File: src/design/clr_pkg.sv
// ----------------------------------------------------------------------------
// Clipped line rasteriser package
// Shared constants and types: register widths, register indexes, reset
// values and the canvas descriptor that the top level hands to the stepper.
// ----------------------------------------------------------------------------
`default_nettype none

package clr_pkg;

   // Configuration register widths and the CSR port geometry.
   localparam int CFG_BITS      = 7;
   localparam int PEN_BITS      = 8;
   localparam int CSR_DATA_BITS = 32;
   localparam int CSR_ADDR_BITS = 4;

   // Register indexes, taken from the word address.
   localparam logic [1:0] REG_CANVAS_WIDTH  = 2'd0;
   localparam logic [1:0] REG_CANVAS_HEIGHT = 2'd1;
   localparam logic [1:0] REG_PEN_VALUE     = 2'd2;

   // Reset values of the registers.
   localparam logic [CFG_BITS-1:0] RESET_CANVAS_SIDE = 7'd64;
   localparam logic [PEN_BITS-1:0] RESET_PEN_VALUE   = 8'd42;

   // Canvas sides after saturation to the largest supported side.
   typedef struct packed {
      logic [CFG_BITS-1:0] width;
      logic [CFG_BITS-1:0] height;
   } canvas_type;

endpackage

`default_nettype wire

File: src/design/clr_fifo.sv
// ----------------------------------------------------------------------------
// Clipped line rasteriser queue
// A small first-in first-out queue of registers with full and empty flags,
// used between the front and the stepper and again in front of the result
// channel.
// ----------------------------------------------------------------------------
`default_nettype none

module clr_fifo #(
   parameter int WIDTH = 8,
   parameter int DEPTH = 2
) (
   input  logic             clock,
   input  logic             reset,
   input  logic             push,
   input  logic [WIDTH-1:0] push_data,
   output logic             full,
   input  logic             pop,
   output logic [WIDTH-1:0] pop_data,
   output logic             empty
);

   localparam int PTR_BITS = (DEPTH > 1) ? $clog2(DEPTH) : 1;
   localparam int CNT_BITS = $clog2(DEPTH + 1);

   logic [WIDTH-1:0]    slot_ff [DEPTH];
   logic [PTR_BITS-1:0] wr_ptr_ff;
   logic [PTR_BITS-1:0] wr_ptr_in;
   logic [PTR_BITS-1:0] rd_ptr_ff;
   logic [PTR_BITS-1:0] rd_ptr_in;
   logic [CNT_BITS-1:0] count_ff;
   logic [CNT_BITS-1:0] count_in;
   logic                do_push;
   logic                do_pop;

   assign full     = (count_ff == CNT_BITS'(DEPTH));
   assign empty    = (count_ff == '0);
   assign do_push  = push && !full;
   assign do_pop   = pop && !empty;
   assign pop_data = slot_ff[rd_ptr_ff];

   // Pointer and fill count update, with wrap at the queue depth.
   always_comb begin
      wr_ptr_in = wr_ptr_ff;
      rd_ptr_in = rd_ptr_ff;
      count_in  = count_ff;
      if (do_push) begin
         wr_ptr_in = (wr_ptr_ff == PTR_BITS'(DEPTH - 1)) ? '0 : wr_ptr_ff + 1'b1;
      end
      if (do_pop) begin
         rd_ptr_in = (rd_ptr_ff == PTR_BITS'(DEPTH - 1)) ? '0 : rd_ptr_ff + 1'b1;
      end
      if (do_push && !do_pop) begin
         count_in = count_ff + 1'b1;
      end else if (do_pop && !do_push) begin
         count_in = count_ff - 1'b1;
      end
   end

   // Storage needs no reset; the pointers and the count do.
   always_ff @(posedge clock) begin
      if (do_push) begin
         slot_ff[wr_ptr_ff] <= push_data;
      end
   end

   always_ff @(posedge clock) begin
      if (reset) begin
         wr_ptr_ff <= '0;
         rd_ptr_ff <= '0;
         count_ff  <= '0;
      end else begin
         wr_ptr_ff <= wr_ptr_in;
         rd_ptr_ff <= rd_ptr_in;
         count_ff  <= count_in;
      end
   end

endmodule

`default_nettype wire

File: src/design/clr_front.sv
// ----------------------------------------------------------------------------
// Clipped line rasteriser front end
// Classifies a segment: forms the axis differences and their magnitudes,
// picks the major axis and packs a step descriptor for the stepper.
// ----------------------------------------------------------------------------
`default_nettype none

module clr_front #(
   parameter int COORD_BITS = 12
) (
   input  logic [COORD_BITS-1:0]   x_start,
   input  logic [COORD_BITS-1:0]   y_start,
   input  logic [COORD_BITS-1:0]   x_end,
   input  logic [COORD_BITS-1:0]   y_end,
   output logic [4*COORD_BITS+2:0] desc
);

   localparam int C = COORD_BITS;

   logic [C:0]   dx;
   logic [C:0]   dy;
   logic [C:0]   adx_w;
   logic [C:0]   ady_w;
   logic [C-1:0] adx;
   logic [C-1:0] ady;
   logic         x_major;
   logic [C-1:0] steps;
   logic [C-1:0] minor_mag;
   logic         major_neg;
   logic         minor_neg;

   // Signed differences, one bit wider than the coordinates.
   assign dx = {x_end[C-1], x_end} - {x_start[C-1], x_start};
   assign dy = {y_end[C-1], y_end} - {y_start[C-1], y_start};

   // Magnitudes always fit in the coordinate width.
   assign adx_w = dx[C] ? (~dx + 1'b1) : dx;
   assign ady_w = dy[C] ? (~dy + 1'b1) : dy;
   assign adx   = adx_w[C-1:0];
   assign ady   = ady_w[C-1:0];

   // The x axis leads on a tie.
   assign x_major   = (adx >= ady);
   assign steps     = x_major ? adx : ady;
   assign minor_mag = x_major ? ady : adx;
   assign major_neg = x_major ? dx[C] : dy[C];
   assign minor_neg = x_major ? dy[C] : dx[C];

   assign desc = {x_start, y_start, steps, minor_mag, x_major, major_neg, minor_neg};

endmodule

`default_nettype wire

File: src/design/clr_stepper.sv
// ----------------------------------------------------------------------------
// Clipped line rasteriser stepper
// Walks one segment a point per cycle along its major axis, halting while
// out_full is high, and carries the minor axis with a remainder accumulator.
// It emits the points on the canvas, holding one back to mark the final one.
// ----------------------------------------------------------------------------
`default_nettype none

module clr_stepper
   import clr_pkg::*;
#(
   parameter int MAX_CANVAS = 64,
   parameter int COORD_BITS = 12
) (
   input  logic                                clock,
   input  logic                                reset,
   input  logic [4*COORD_BITS+2:0]             desc,
   input  logic                                desc_valid,
   output logic                                desc_pop,
   input  canvas_type                          canvas,
   output logic                                out_push,
   output logic [2*$clog2(MAX_CANVAS):0]       out_data,
   input  logic                                out_full
);

   localparam int C   = COORD_BITS;
   localparam int PIX = $clog2(MAX_CANVAS);
   localparam int CMP = ((C > CFG_BITS) ? C : CFG_BITS) + 1;

   typedef enum logic [1:0] {
      ST_IDLE,
      ST_STEP,
      ST_FLUSH
   } state_type;

   // Descriptor fields.
   logic [C-1:0] d_x0;
   logic [C-1:0] d_y0;
   logic [C-1:0] d_steps;
   logic [C-1:0] d_minor;
   logic         d_x_major;
   logic         d_major_neg;
   logic         d_minor_neg;

   state_type    state_ff, state_in;
   logic [C-1:0] maj_ff, maj_in;
   logic [C-1:0] min_ff, min_in;
   logic [C-1:0] remain_ff, remain_in;
   logic [C-1:0] steps_ff, steps_in;
   logic [C-1:0] dm_ff, dm_in;
   logic [C-1:0] acc_ff, acc_in;
   logic         x_major_ff, x_major_in;
   logic         major_neg_ff, major_neg_in;
   logic         minor_neg_ff, minor_neg_in;
   logic         pend_valid_ff, pend_valid_in;
   logic [PIX-1:0] pend_x_ff, pend_x_in;
   logic [PIX-1:0] pend_y_ff, pend_y_in;

   logic [C-1:0]          cur_x;
   logic [C-1:0]          cur_y;
   logic signed [CMP-1:0] x_ext;
   logic signed [CMP-1:0] y_ext;
   logic signed [CMP-1:0] maj_ext;
   logic signed [CMP-1:0] w_ext;
   logic signed [CMP-1:0] h_ext;
   logic signed [CMP-1:0] side_ext;
   logic                  on_canvas;
   logic                  beyond;
   logic [C:0]            acc_sum;
   logic                  carry;
   logic [C:0]            acc_next;

   assign {d_x0, d_y0, d_steps, d_minor, d_x_major, d_major_neg, d_minor_neg} = desc;

   // Current point and its canvas test.
   assign cur_x    = x_major_ff ? maj_ff : min_ff;
   assign cur_y    = x_major_ff ? min_ff : maj_ff;
   assign x_ext    = CMP'($signed(cur_x));
   assign y_ext    = CMP'($signed(cur_y));
   assign maj_ext  = CMP'($signed(maj_ff));
   assign w_ext    = CMP'(canvas.width);
   assign h_ext    = CMP'(canvas.height);
   assign side_ext = x_major_ff ? w_ext : h_ext;
   assign on_canvas = !x_ext[CMP-1] && (x_ext < w_ext) && !y_ext[CMP-1] && (y_ext < h_ext);

   // Once the major axis has left the canvas in its direction of travel,
   // no later point can come back onto it.
   assign beyond = major_neg_ff ? maj_ff[C-1] : (maj_ext >= side_ext);

   // Remainder accumulator: the minor axis moves by at most one per step.
   assign acc_sum  = {1'b0, acc_ff} + {1'b0, dm_ff};
   assign carry    = (acc_sum >= {1'b0, steps_ff});
   assign acc_next = carry ? (acc_sum - {1'b0, steps_ff}) : acc_sum;

   // Next state and datapath values.
   always_comb begin
      state_in      = state_ff;
      maj_in        = maj_ff;
      min_in        = min_ff;
      remain_in     = remain_ff;
      steps_in      = steps_ff;
      dm_in         = dm_ff;
      acc_in        = acc_ff;
      x_major_in    = x_major_ff;
      major_neg_in  = major_neg_ff;
      minor_neg_in  = minor_neg_ff;
      pend_valid_in = pend_valid_ff;
      pend_x_in     = pend_x_ff;
      pend_y_in     = pend_y_ff;
      desc_pop      = 1'b0;
      out_push      = 1'b0;
      out_data      = {pend_x_ff, pend_y_ff, 1'b0};
      case (state_ff)
         ST_IDLE: begin
            if (desc_valid) begin
               desc_pop      = 1'b1;
               maj_in        = d_x_major ? d_x0 : d_y0;
               min_in        = d_x_major ? d_y0 : d_x0;
               remain_in     = d_steps;
               steps_in      = d_steps;
               dm_in         = d_minor;
               acc_in        = '0;
               x_major_in    = d_x_major;
               major_neg_in  = d_major_neg;
               minor_neg_in  = d_minor_neg;
               pend_valid_in = 1'b0;
               state_in      = ST_STEP;
            end
         end
         ST_STEP: begin
            if (!out_full) begin
               // A new point on the canvas releases the one held back.
               if (on_canvas) begin
                  out_push      = pend_valid_ff;
                  pend_valid_in = 1'b1;
                  pend_x_in     = cur_x[PIX-1:0];
                  pend_y_in     = cur_y[PIX-1:0];
               end
               if ((remain_ff == '0) || beyond) begin
                  state_in = ST_FLUSH;
               end else begin
                  remain_in = remain_ff - 1'b1;
                  maj_in    = major_neg_ff ? (maj_ff - 1'b1) : (maj_ff + 1'b1);
                  acc_in    = acc_next[C-1:0];
                  if (carry) begin
                     min_in = minor_neg_ff ? (min_ff - 1'b1) : (min_ff + 1'b1);
                  end
               end
            end
         end
         ST_FLUSH: begin
            // The point still held back is the last of the segment.
            if (!pend_valid_ff) begin
               state_in = ST_IDLE;
            end else if (!out_full) begin
               out_push      = 1'b1;
               out_data      = {pend_x_ff, pend_y_ff, 1'b1};
               pend_valid_in = 1'b0;
               state_in      = ST_IDLE;
            end
         end
         default: begin
            state_in = ST_IDLE;
         end
      endcase
   end

   // State and registered values; only the control state is reset.
   always_ff @(posedge clock) begin
      maj_ff       <= maj_in;
      min_ff       <= min_in;
      remain_ff    <= remain_in;
      steps_ff     <= steps_in;
      dm_ff        <= dm_in;
      acc_ff       <= acc_in;
      x_major_ff   <= x_major_in;
      major_neg_ff <= major_neg_in;
      minor_neg_ff <= minor_neg_in;
      pend_x_ff    <= pend_x_in;
      pend_y_ff    <= pend_y_in;
      if (reset) begin
         state_ff      <= ST_IDLE;
         pend_valid_ff <= 1'b0;
      end else begin
         state_ff      <= state_in;
         pend_valid_ff <= pend_valid_in;
      end
   end

endmodule

`default_nettype wire

File: src/design/clipped_line_rasterizer_core.sv
// ----------------------------------------------------------------------------
// Clipped line rasteriser core
// Draws one line segment per input transaction with a DDA rule and returns
// the canvas pixels it covers, clipped to the configured canvas.
// ----------------------------------------------------------------------------
// Usage:
//   Push a segment (start and end, signed, may be off canvas) while full is
//   low. Each on-canvas point comes back as one result transaction, in step
//   order, carrying the pen value; the final point of a segment has
//   last_pixel set. A segment wholly off the canvas returns nothing.
//   Timing: the stepper visits one point per cycle along the major axis
//   while the output queue has room. A segment is loaded first, then
//   stepped from the start point until the last step or until the major
//   axis leaves the canvas, and then the held-back last point is released.
//   Two segments can wait in the queue between the front end and the
//   stepper, and two results in the output queue. When the receiver
//   stalls, the output queue fills and the stepper halts on the current
//   point; nothing is lost. Reset empties both queues, idles the stepper
//   and loads the register reset values (canvas 64 by 64, pen value 42).
//   Registers are to be written only while the block is idle.
// ----------------------------------------------------------------------------
`default_nettype none

module clipped_line_rasterizer_core
   import clr_pkg::*;
#(
   parameter int MAX_CANVAS = 64,
   parameter int COORD_BITS = 12
) (
   input  logic                          clock,
   input  logic                          reset,
   // Segment channel
   input  logic                          push,
   output logic                          full,
   input  logic [COORD_BITS-1:0]         req_x_start,
   input  logic [COORD_BITS-1:0]         req_y_start,
   input  logic [COORD_BITS-1:0]         req_x_end,
   input  logic [COORD_BITS-1:0]         req_y_end,
   // Pixel channel
   output logic                          empty,
   input  logic                          pop,
   output logic [$clog2(MAX_CANVAS)-1:0] rsp_pixel_x,
   output logic [$clog2(MAX_CANVAS)-1:0] rsp_pixel_y,
   output logic [PEN_BITS-1:0]           rsp_pixel_value,
   output logic                          rsp_last_pixel,
   // Configuration port
   input  logic                          psel,
   input  logic                          penable,
   input  logic                          pwrite,
   input  logic [CSR_ADDR_BITS-1:0]      paddr,
   input  logic [CSR_DATA_BITS-1:0]      pwdata,
   output logic [CSR_DATA_BITS-1:0]      prdata,
   output logic                          pready
);

   localparam int PIX       = $clog2(MAX_CANVAS);
   localparam int DESC_BITS = 4 * COORD_BITS + 3;
   localparam int OUT_BITS  = 2 * PIX + 1;
   localparam logic [CFG_BITS-1:0] SIDE_LIMIT = CFG_BITS'(MAX_CANVAS);

   logic [CFG_BITS-1:0] width_ff;
   logic [CFG_BITS-1:0] height_ff;
   logic [PEN_BITS-1:0] pen_ff;
   logic [1:0]          reg_index;
   logic                csr_write;
   canvas_type          canvas;

   logic [DESC_BITS-1:0] front_desc;
   logic [DESC_BITS-1:0] queued_desc;
   logic                 desc_empty;
   logic                 desc_pop;
   logic                 out_push;
   logic [OUT_BITS-1:0]  out_data;
   logic                 out_full;
   logic [OUT_BITS-1:0]  head_data;

   // Configuration registers.
   assign pready    = 1'b1;
   assign reg_index = paddr[3:2];
   assign csr_write = psel && penable && pwrite;

   always_ff @(posedge clock) begin
      if (reset) begin
         width_ff  <= RESET_CANVAS_SIDE;
         height_ff <= RESET_CANVAS_SIDE;
         pen_ff    <= RESET_PEN_VALUE;
      end else if (csr_write) begin
         case (reg_index)
            REG_CANVAS_WIDTH:  width_ff  <= pwdata[CFG_BITS-1:0];
            REG_CANVAS_HEIGHT: height_ff <= pwdata[CFG_BITS-1:0];
            REG_PEN_VALUE:     pen_ff    <= pwdata[PEN_BITS-1:0];
            default: begin
            end
         endcase
      end
   end

   always_comb begin
      case (reg_index)
         REG_CANVAS_WIDTH:  prdata = CSR_DATA_BITS'(width_ff);
         REG_CANVAS_HEIGHT: prdata = CSR_DATA_BITS'(height_ff);
         REG_PEN_VALUE:     prdata = CSR_DATA_BITS'(pen_ff);
         default:           prdata = '0;
      endcase
   end

   // Canvas sides saturate at the largest supported side.
   assign canvas.width  = (width_ff > SIDE_LIMIT) ? SIDE_LIMIT : width_ff;
   assign canvas.height = (height_ff > SIDE_LIMIT) ? SIDE_LIMIT : height_ff;

   // Front end and the segment queue.
   clr_front #(
      .COORD_BITS (COORD_BITS)
   ) u_front (
      .x_start (req_x_start),
      .y_start (req_y_start),
      .x_end   (req_x_end),
      .y_end   (req_y_end),
      .desc    (front_desc)
   );

   clr_fifo #(
      .WIDTH (DESC_BITS),
      .DEPTH (2)
   ) u_desc_fifo (
      .clock     (clock),
      .reset     (reset),
      .push      (push),
      .push_data (front_desc),
      .full      (full),
      .pop       (desc_pop),
      .pop_data  (queued_desc),
      .empty     (desc_empty)
   );

   // Stepper.
   clr_stepper #(
      .MAX_CANVAS (MAX_CANVAS),
      .COORD_BITS (COORD_BITS)
   ) u_stepper (
      .clock      (clock),
      .reset      (reset),
      .desc       (queued_desc),
      .desc_valid (!desc_empty),
      .desc_pop   (desc_pop),
      .canvas     (canvas),
      .out_push   (out_push),
      .out_data   (out_data),
      .out_full   (out_full)
   );

   // Result queue in front of the pixel channel.
   clr_fifo #(
      .WIDTH (OUT_BITS),
      .DEPTH (2)
   ) u_out_fifo (
      .clock     (clock),
      .reset     (reset),
      .push      (out_push),
      .push_data (out_data),
      .full      (out_full),
      .pop       (pop),
      .pop_data  (head_data),
      .empty     (empty)
   );

   assign {rsp_pixel_x, rsp_pixel_y, rsp_last_pixel} = head_data;
   assign rsp_pixel_value = pen_ff;

endmodule

`default_nettype wire

File: config.mk
export PLATFORM = sky130hd
export DESIGN_NAME = clipped_line_rasterizer_core
export DESIGN_NICKNAME = d
export VERILOG_FILES = /design/src/design/clr_pkg.sv /design/src/design/clr_fifo.sv /design/src/design/clr_front.sv /design/src/design/clr_stepper.sv /design/src/design/clipped_line_rasterizer_core.sv
export SDC_FILE = /design/constraint.sdc
export NUM_CORES = 1
export LEC_CHECK = 0
export ABC_AREA = 1
export BUFFER_PORTS_ARGS = -buffer_cell sky130_fd_sc_hd__buf_2
export CORE_ASPECT_RATIO = 1.75
export CORE_MARGIN = 3
export CORE_UTILIZATION = 33
export CTS_BUF_LIST = sky130_fd_sc_hd__clkbuf_4
export CTS_CLUSTER_DIAMETER = 30
export DETAILED_ROUTE_END_ITERATION = 7
export PLACE_DENSITY = 0.52
export SYNTH_ARGS = -nofsm -noshare
export SYNTH_HDL_FRONTEND = slang
export SYNTH_SLANG_ARGS = --single-unit
File: constraint.sdc
create_clock -name clock -period 4.8 [get_ports clock]
set_input_delay 0.24 -clock clock [delete_from_list [all_inputs] [get_ports clock]]
set_output_delay 0.24 -clock clock [all_outputs]
set_load 0.005 [all_outputs]
==> impl_metrics.py, run 1 <==
metrics = {
    "worst_setup_path": {
        "start_kind": "register",
        "critPathCaptureType": "register",
        "crit_required_ns": 5.22,
        "path_buf_inv": 2,
        "cp_num_cells": 22,
        "r2r_slack_ns": 0.54,
        "cp_slowest_cell": "fa_1",
        "worst_ep_arrival_time_ns": 4.68,
        "critPathMaxFanout": 17,
        "crit_family": "compound AO/OA/AOI/OAI gates",
        "crit_type": "reg2reg",
        "worst-r2r-cell-count": 22,
        "path_cells": "ha_1, fa_1, a21oi_1, o21bai_2, a21oi_1, nor2_1, nor2_1, xor2_1, inv_1, ha_1, a21oi_1, a21boi_2, o21ai_2, nand2_2, nand2_2, nand2_2, nor2_2, o21ai_4, nand2_4, nor2_2, nor2_1, buf_4",
        "max_stage_delay_ns": 0.40,
    },
    "clock_network": {
        "path_clk_slew_ns": 0.07,
        "cts_tree": "built",
        "clockBufferDepth": 3,
        "cts_sinks": 250,
        "h-tree-depth": 2,
        "cts_buffers": 61,
        "clock_latency_ns": 0.74,
        "cts_root_buf": "clkbuf_4",
    },
    "logic_synthesis": {
        "synth-simple-area-share_pct": 18.6,
        "syn_inst": 1700,
        "ys_seq_elements": 250,
        "synthXorXnorAreaFrac_pct": 3.64,
        "syn-cell-area_um2": 15400,
        "async_flop_share_pct": 0,
        "yosys.area.top_type": "edfxtp_1",
        "synth.area.top_cells": "edfxtp_1 42%, nand2_1 9.8%, ha_1 8.8%, inv_1 4.7%, dfxtp_1 4.6%",
        "yosysUniqueCellTypes": 60,
        "synthFlopType": "edfxtp_1",
        "synth_edf_count": 215,
        "netlist.area_leader.share_pct": 42.0,
        "synth_fa_ha_area_share_pct": 9.56,
        "yosysWarnings": 0,
        "postSynthAreaPerCell_um2": 9.05,
        "synth_top_family_by_area": "simple AND/OR/NAND/NOR gates",
        "synth-compound-area-share_pct": 9.85,
        "synth.mux.area_fraction_pct": 4.25,
        "ys_seq_area_share_pct": 46.5,
    },
    "sta": {
        "max_freq_ghz": 0.235,
        "skew_ns": 0.0725,
        "hold_viol_final": 0,
        "final-setup-viol-count": 0,
        "finalWorstSetupSlack_ns": 0.537,
        "hold-worst-slack_ns": 0.107,
        "fin_setup_tns_ns": 0,
        "tightest_slew_ns": 1.01,
        "fin_crit_sh_pct": 88.8,
        "rsz0062_at_grt": "no",
        "period_needed_ns": 4.26,
        "finalMaxSlewViolations": 0,
        "maxSlewHeadroom_pct": 32.2,
    },
    "die": {
        "die_area_um2": 49400,
        "die_h_um": 292,
        "fp.dieW_um": 169,
        "ios": 147,
        "core_um2": 46100,
        "initial_core_util_pct": 33.4,
        "num_rows": 104,
    },
    "outcome": {
        "status": "finished clean",
    },
    "grt": {
        "grt_max_degree": 63,
        "met1_usage_pct": 15.7,
        "grt_first_pass_wirelength_um": 61600,
        "use_met3_pct": 2.40,
        "grt_pass1_vias": 12100,
        "grt_remaining_overflow": 0,
        "grt_antenna_before_repair": 1,
        "grtUsageMet2_pct": 30.8,
        "grt.total_usage_pct": 15.7,
        "top_usage_layer": "met2",
    },
    "pwr": {
        "clkPwrFrac_pct": 14.1,
        "comb_power_share_pct": 56.4,
        "pwr-share-seq_pct": 29.5,
        "power_density_nw_per_um2": 726,
        "p_int_uw": 6980,
        "power_leakage_uw": 0.00773,
        "vdd_drop_max_mv": 0.401,
        "p_sw_share_pct": 45.7,
        "power.net_switching_uw": 5880,
    },
    "route": {
        "via_per_inst": 4.80,
        "drtPass1Iterations": 5,
        "ant_nets": 0,
        "wl_per_cell_um": 15.6,
        "vias": 12100,
        "drt_iter0_markers": 575,
        "wl_um": 39100,
        "drc_errors": 0,
    },
    "place": {
        "dpl_cell_area_um2": 16500,
        "dpl.hpwl_um": 30000,
        "place_inst": 2355,
        "gp_congestion": 0.852,
        "dp_slack_ns": 0.548,
        "portBuffers": 95,
    },
    "worst_hold_path": {
        "hold_depth": 5,
        "min_path_type": "in2reg",
    },
    "final_layout": {
        "layout_commonest_cell": "nand2_1",
        "syn_to_final_growth_pct": 15.0,
        "layout-drive-gt1-share_pct": 17.0,
        "layout.nets": 2082,
        "fin_area_um2": 17700,
        "final_cell_mix": "402 x nand2_1, 215 x edfxtp_1, 194 x inv_1",
        "instances_no_fill": 2511,
    },
    "flow_run": {
        "drv_cap": 0,
    },
}
layer usage:
layer | routed length, um | part of all wire (%)
met1 | 14400 | 37
met2 | 21500 | 55
met3 | 1470 | 3.8
met4 | 1680 | 4.3
met5 | 0 | 0
timing repair:
item | 4_1_cts | 5_1_grt
buffers inserted | 0 | 0
hold endpoints to repair | 75 | 0
hold buffers | 42 | 0
gates resized for setup | 0 | 0
cells by family after synthesis:
logic type,count (synthesis)
buffers and inverters,274
xor gates and xnor gates,58
muxes,61
DFF,250
other,2
AOI/OAI and AO/OA,264
adders and majority gates,114
and+or+nand+nor,677
sequential cells by signal, indices dropped and copies added, names as in the netlist, 2 cells and up, named ones only:
signal,flops
rsp_pixel_value,8
width_ff,7
u_stepper.acc_ff,12
u_out_fifo.slot_ff,26
u_desc_fifo.slot_ff,102
u_stepper.pend_x_ff,6
u_stepper.pend_y_ff,6
u_stepper.remain_ff,12
u_stepper.dm_ff,12
u_desc_fifo.count_ff,2
u_out_fifo.count_ff,2
u_stepper.maj_ff,12
height_ff,7
u_stepper.state_ff,2
u_stepper.steps_ff,12
u_stepper.min_ff,12
cell type report:
cell class,count,area (um2)
flip-flops and latches,250,7160
repair buffers,152,1010
fillers,4694,28400
diodes,1,2.50
inverters,213,800
clock inverters,20,118
clock buffers,93,698
well taps,583,729
multi-input cells,1199,7190
path summary, 6_finish.rpt:
kind,start,end
worst min register to register,u_stepper.pend_x_ff[2]$_DFFE_PP_,u_out_fifo.slot_ff[1][9]$_DFFE_PP_
worst max register to register,u_stepper.acc_ff[0]$_SDFFCE_PN0P_,u_stepper.min_ff[2]$_DFFE_PP_
worst max-delay path,u_stepper.acc_ff[0]$_SDFFCE_PN0P_,u_stepper.min_ff[2]$_DFFE_PP_
worst min-delay path,paddr[3],width_ff[6]$_SDFFE_PP1P_
through the flow:
stage | total power, uW | utilization, %
global placement | 11000 | 35.7
CTS | 13100 | 38.4
finish | 12900 | 38.4
global route | 14100 | 38.4
detailed placement | 11200 | 35.7
floorplan | 9420 | -
Yosys cell counts, types with 3 or more instances:
library cell / n
nand2_1: 402
edfxtp_1: 215
inv_1: 194
nor2_1: 112
o21ai_0: 111
ha_1: 108
a21oi_1: 91
nand3_1: 83
xor2_1: 40
dfxtp_1: 35
mux2_2: 35
buf_4: 26
mux2i_1: 26
clkbuf_1: 24
nand4_1: 21
inv_2: 15
nand2_2: 14
nor3_1: 12
nor2_2: 11
xnor2_1: 11
nand3b_1: 10
a21oi_2: 9
a31oi_1: 8
buf_2: 7
fa_1: 6
o21bai_1: 6
o221ai_1: 6
o21ai_1: 5
or2_2: 5
clkinv_1: 4
xor2_2: 4
a21o_1: 3
o211ai_1: 3
xnor2_2: 3
worst register-to-register path, cell delays in order, from the launching register on:
cell and delay [ns]:
edfxtp_1 0.37, ha_1 0.24, fa_1 0.40, a21oi_1 0.28, o21bai_2 0.13, a21oi_1 0.14, nor2_1 0.05, nor2_1 0.10
xor2_1 0.16, inv_1 0.07, ha_1 0.35, a21oi_1 0.20, a21boi_2 0.22, o21ai_2 0.09, nand2_2 0.07, nand2_2 0.06
nand2_2 0.07, nor2_2 0.04, o21ai_4 0.28, nand2_4 0.24, nor2_2 0.14, nor2_1 0.05, buf_4 0.20
power groups by stage:
stage	sequential [uW]	clock, uW	combinational, uW
after floorplan	3650	0	5760
after global placement	3840	0	7210
after detailed placement	3860	0	7310
after CTS	3810	1890	7370
after global routing	3870	1990	8270
final	3800	1810	7250
Note: power is estimated with default switching activity, not from simulation.
==> inputs of run 2 (changes only) <==
- CORE_UTILIZATION: 33 -> 56
- PLACE_DENSITY: 0.52 -> 0.78
==> run 2 against run 1 <==
Compared with the run above: sequential share of layout area up 1.1 points; final cell count is 9.5% lower; power down 2.2%; worst setup slack improved by 0.047 ns; die area down 40%; clock power shrank 10%; largest cell class unchanged; combinational power down 1%; hold slack lost 0.041 ns; via count rose by 1.5%; critical path depth is the same.
==> impl_metrics.py, run 2 (synthesized netlist as in run 1, its figures left out) <==
metrics = {
    "die": {
        "fp.dieW_um": 131,
        "die_h_um": 225,
        "num_rows": 79,
        "die_area_um2": 29600,
        "ios": 147,
        "core_um2": 26800,
        "initial_core_util_pct": 57.5,
    },
    "pwr": {
        "p_int_uw": 6810,
        "power_leakage_uw": 0.00762,
        "p_sw_share_pct": 45.9,
        "power.net_switching_uw": 5770,
        "clkPwrFrac_pct": 12.9,
        "power_uw": 12600,
        "comb_power_share_pct": 57.0,
        "power_density_nw_per_um2": 729,
        "pwr-share-seq_pct": 30.1,
        "vdd_drop_max_mv": 0.529,
    },
    "grt": {
        "grt_first_pass_wirelength_um": 57500,
        "grt_max_degree": 64,
        "grt_remaining_overflow": 0,
        "grt.total_usage_pct": 23.8,
        "grt_antenna_before_repair": 1,
        "grt_pass1_vias": 12400,
    },
    "clock_network": {
        "cts_tree": "built",
        "path_clk_slew_ns": 0.08,
        "clockBufferDepth": 3,
        "cts_root_buf": "clkbuf_4",
        "h-tree-depth": 2,
        "clock_latency_ns": 0.71,
        "cts_sinks": 250,
        "cts_buffers": 55,
    },
    "final_layout": {
        "seqCellArea_um2": 7160,
        "max_flop_register": "u_desc_fifo.slot_ff",
        "instances_no_fill": 2273,
        "largest_reg_flops": 102,
        "layout.nets": 2069,
        "num-fill-cells": 2179,
        "fin_area_um2": 17300,
        "layout-drive-gt1-share_pct": 16.2,
        "top_regs": "u_desc_fifo.slot_ff (102), u_out_fifo.slot_ff (26)",
        "multiInputGateArea_um2": 7180,
        "layout_commonest_cell": "nand2_1",
        "final_cell_mix": "402 x nand2_1, 215 x edfxtp_1, 194 x inv_1",
        "syn_to_final_growth_pct": 12.1,
    },
    "route": {
        "vias": 12200,
        "drt_iter0_markers": 611,
        "drtPass1Iterations": 5,
        "wl_um": 35300,
        "ant_nets": 0,
        "via_per_inst": 5.39,
        "drc_errors": 0,
        "wl_per_cell_um": 15.5,
    },
    "sta": {
        "maxSlewHeadroom_pct": 37.2,
        "max_freq_ghz": 0.237,
        "tightest_slew_ns": 0.940,
        "rsz0062_at_grt": "no",
        "finalMaxSlewViolations": 0,
        "final-setup-viol-count": 0,
        "fin_setup_tns_ns": 0,
        "fin_crit_sh_pct": 87.8,
        "period_needed_ns": 4.22,
        "skew_ns": 0.0524,
        "hold_viol_final": 0,
        "hold-worst-slack_ns": 0.0659,
    },
    "worst_setup_path": {
        "worst_ep_arrival_time_ns": 4.64,
        "cp_slowest_cell": "fa_1",
        "crit_required_ns": 5.22,
        "critPathCaptureType": "register",
        "start_kind": "register",
        "critPathMaxFanout": 17,
        "path_buf_inv": 2,
        "path_cells": "ha_1, fa_1, a21oi_1, o21bai_2, a21oi_1, nor2_1, nor2_1, xor2_1, inv_1, ha_1, a21oi_1, a21boi_2, o21ai_2, nand2_2, nand2_2, nand2_2, nor2_2, o21ai_4, nand2_4, nor2_2, nor2_1, buf_4",
        "crit_family": "compound AO/OA/AOI/OAI gates",
        "cp_num_cells": 22,
        "max_stage_delay_ns": 0.41,
        "worst-r2r-cell-count": 22,
        "crit_type": "reg2reg",
    },
    "place": {
        "dpl.hpwl_um": 26300,
        "dpl_cell_area_um2": 16200,
        "gp_congestion": 0.930,
        "portBuffers": 95,
        "place_inst": 2133,
    },
    "worst_hold_path": {
        "min_path_type": "in2reg",
        "hold_depth": 5,
    },
    "outcome": {
        "status": "finished clean",
    },
    "flow_run": {
        "drv_cap": 0,
    },
}
==> run 2: cell count changes in the layout (fill, tap and decap cells not counted) <==
cell / change
a21oi_2: +1
a21oi_4: -1
buf_4: -3
clkbuf_4: -19
clkinv_1: +3
clkinv_2: +5
clkinvlp_4: +1
dlygate4sd3_1: -4
inv_2: -2
==> run 2: final timing paths <==
kind | from | to | slack (ns)
setup / recovery | u_stepper.acc_ff[0]$_SDFFCE_PN0P_ | u_stepper.min_ff[10]$_DFFE_PP_ | 0.58
hold / removal | pwrite | height_ff[4]$_SDFFE_PP0P_ | 0.07
setup reg to reg | u_stepper.acc_ff[0]$_SDFFCE_PN0P_ | u_stepper.min_ff[10]$_DFFE_PP_ | 0.58
hold reg to reg | u_stepper.pend_x_ff[3]$_DFFE_PP_ | u_out_fifo.slot_ff[1][10]$_DFFE_PP_ | 0.44
==> run 2: worst register-to-register path, stage by stage (launching register included) <==
cell and delay [ns]:
edfxtp_1 0.38, ha_1 0.24, fa_1 0.41, a21oi_1 0.24
o21bai_2 0.12, a21oi_1 0.15, nor2_1 0.06, nor2_1 0.11
xor2_1 0.17, inv_1 0.08, ha_1 0.35, a21oi_1 0.19
a21boi_2 0.22, o21ai_2 0.10, nand2_2 0.07, nand2_2 0.06
nand2_2 0.07, nor2_2 0.05, o21ai_4 0.27, nand2_4 0.24
nor2_2 0.15, nor2_1 0.06, buf_4 0.19
==> run 2: power by group through the flow <==
stage	clock [uW]	combinational [uW]	sequential, uW
2_1_floorplan	0	5760	3650
3_3_place_gp	0	6850	3790
3_5_place_dp	0	7070	3830
4_1_cts	1660	7150	3780
5_1_grt	1760	8100	3850
6_report	1620	7170	3790
==> run 2: cell type report <==
| class | instances | share of cell area (%) |
|---|---|---|
| timing repair buffer | 145 | 5.48 |
| inverter | 213 | 4.63 |
| tap | 364 | 2.64 |
| sequential | 250 | 41.5 |
| multi-input combinational | 1199 | 41.6 |
| clock buffer | 74 | 3.22 |
| clock inverter | 27 | 0.892 |
| antenna | 1 | 0.0145 |
==> run 2: repair_timing <==
item / in CTS / in global routing
setup buffers: 0 / 0
hold buffers: 38 / 0
gates resized for setup: 0 / 0
hold endpoints to repair: 75 / 0
==> run 2: metrics by stage <==
step,worst slack (ns),util (%)
floorplan,0.785,-
global placement,0.597,60.3
detailed placement,0.493,60.3
CTS,0.609,64.4
global route,0.221,64.4
finish,0.583,64.4
==> run 2: per-layer routing <==
| metal | vias to the layer above | share of wire [%] | global-route usage (%) | wire, um |
|---|---|---|---|---|
| met5 | - | 0 | 0 | 0 |
| met4 | 0 | 5.9 | 14.4 | 2080 |
| met3 | 119 | 4.0 | 3.06 | 1410 |
| met2 | 391 | 54 | 46.6 | 19100 |
| met1 | 5664 | 36 | 23.6 | 12700 |
| li1 | 6069 | - | - | - |
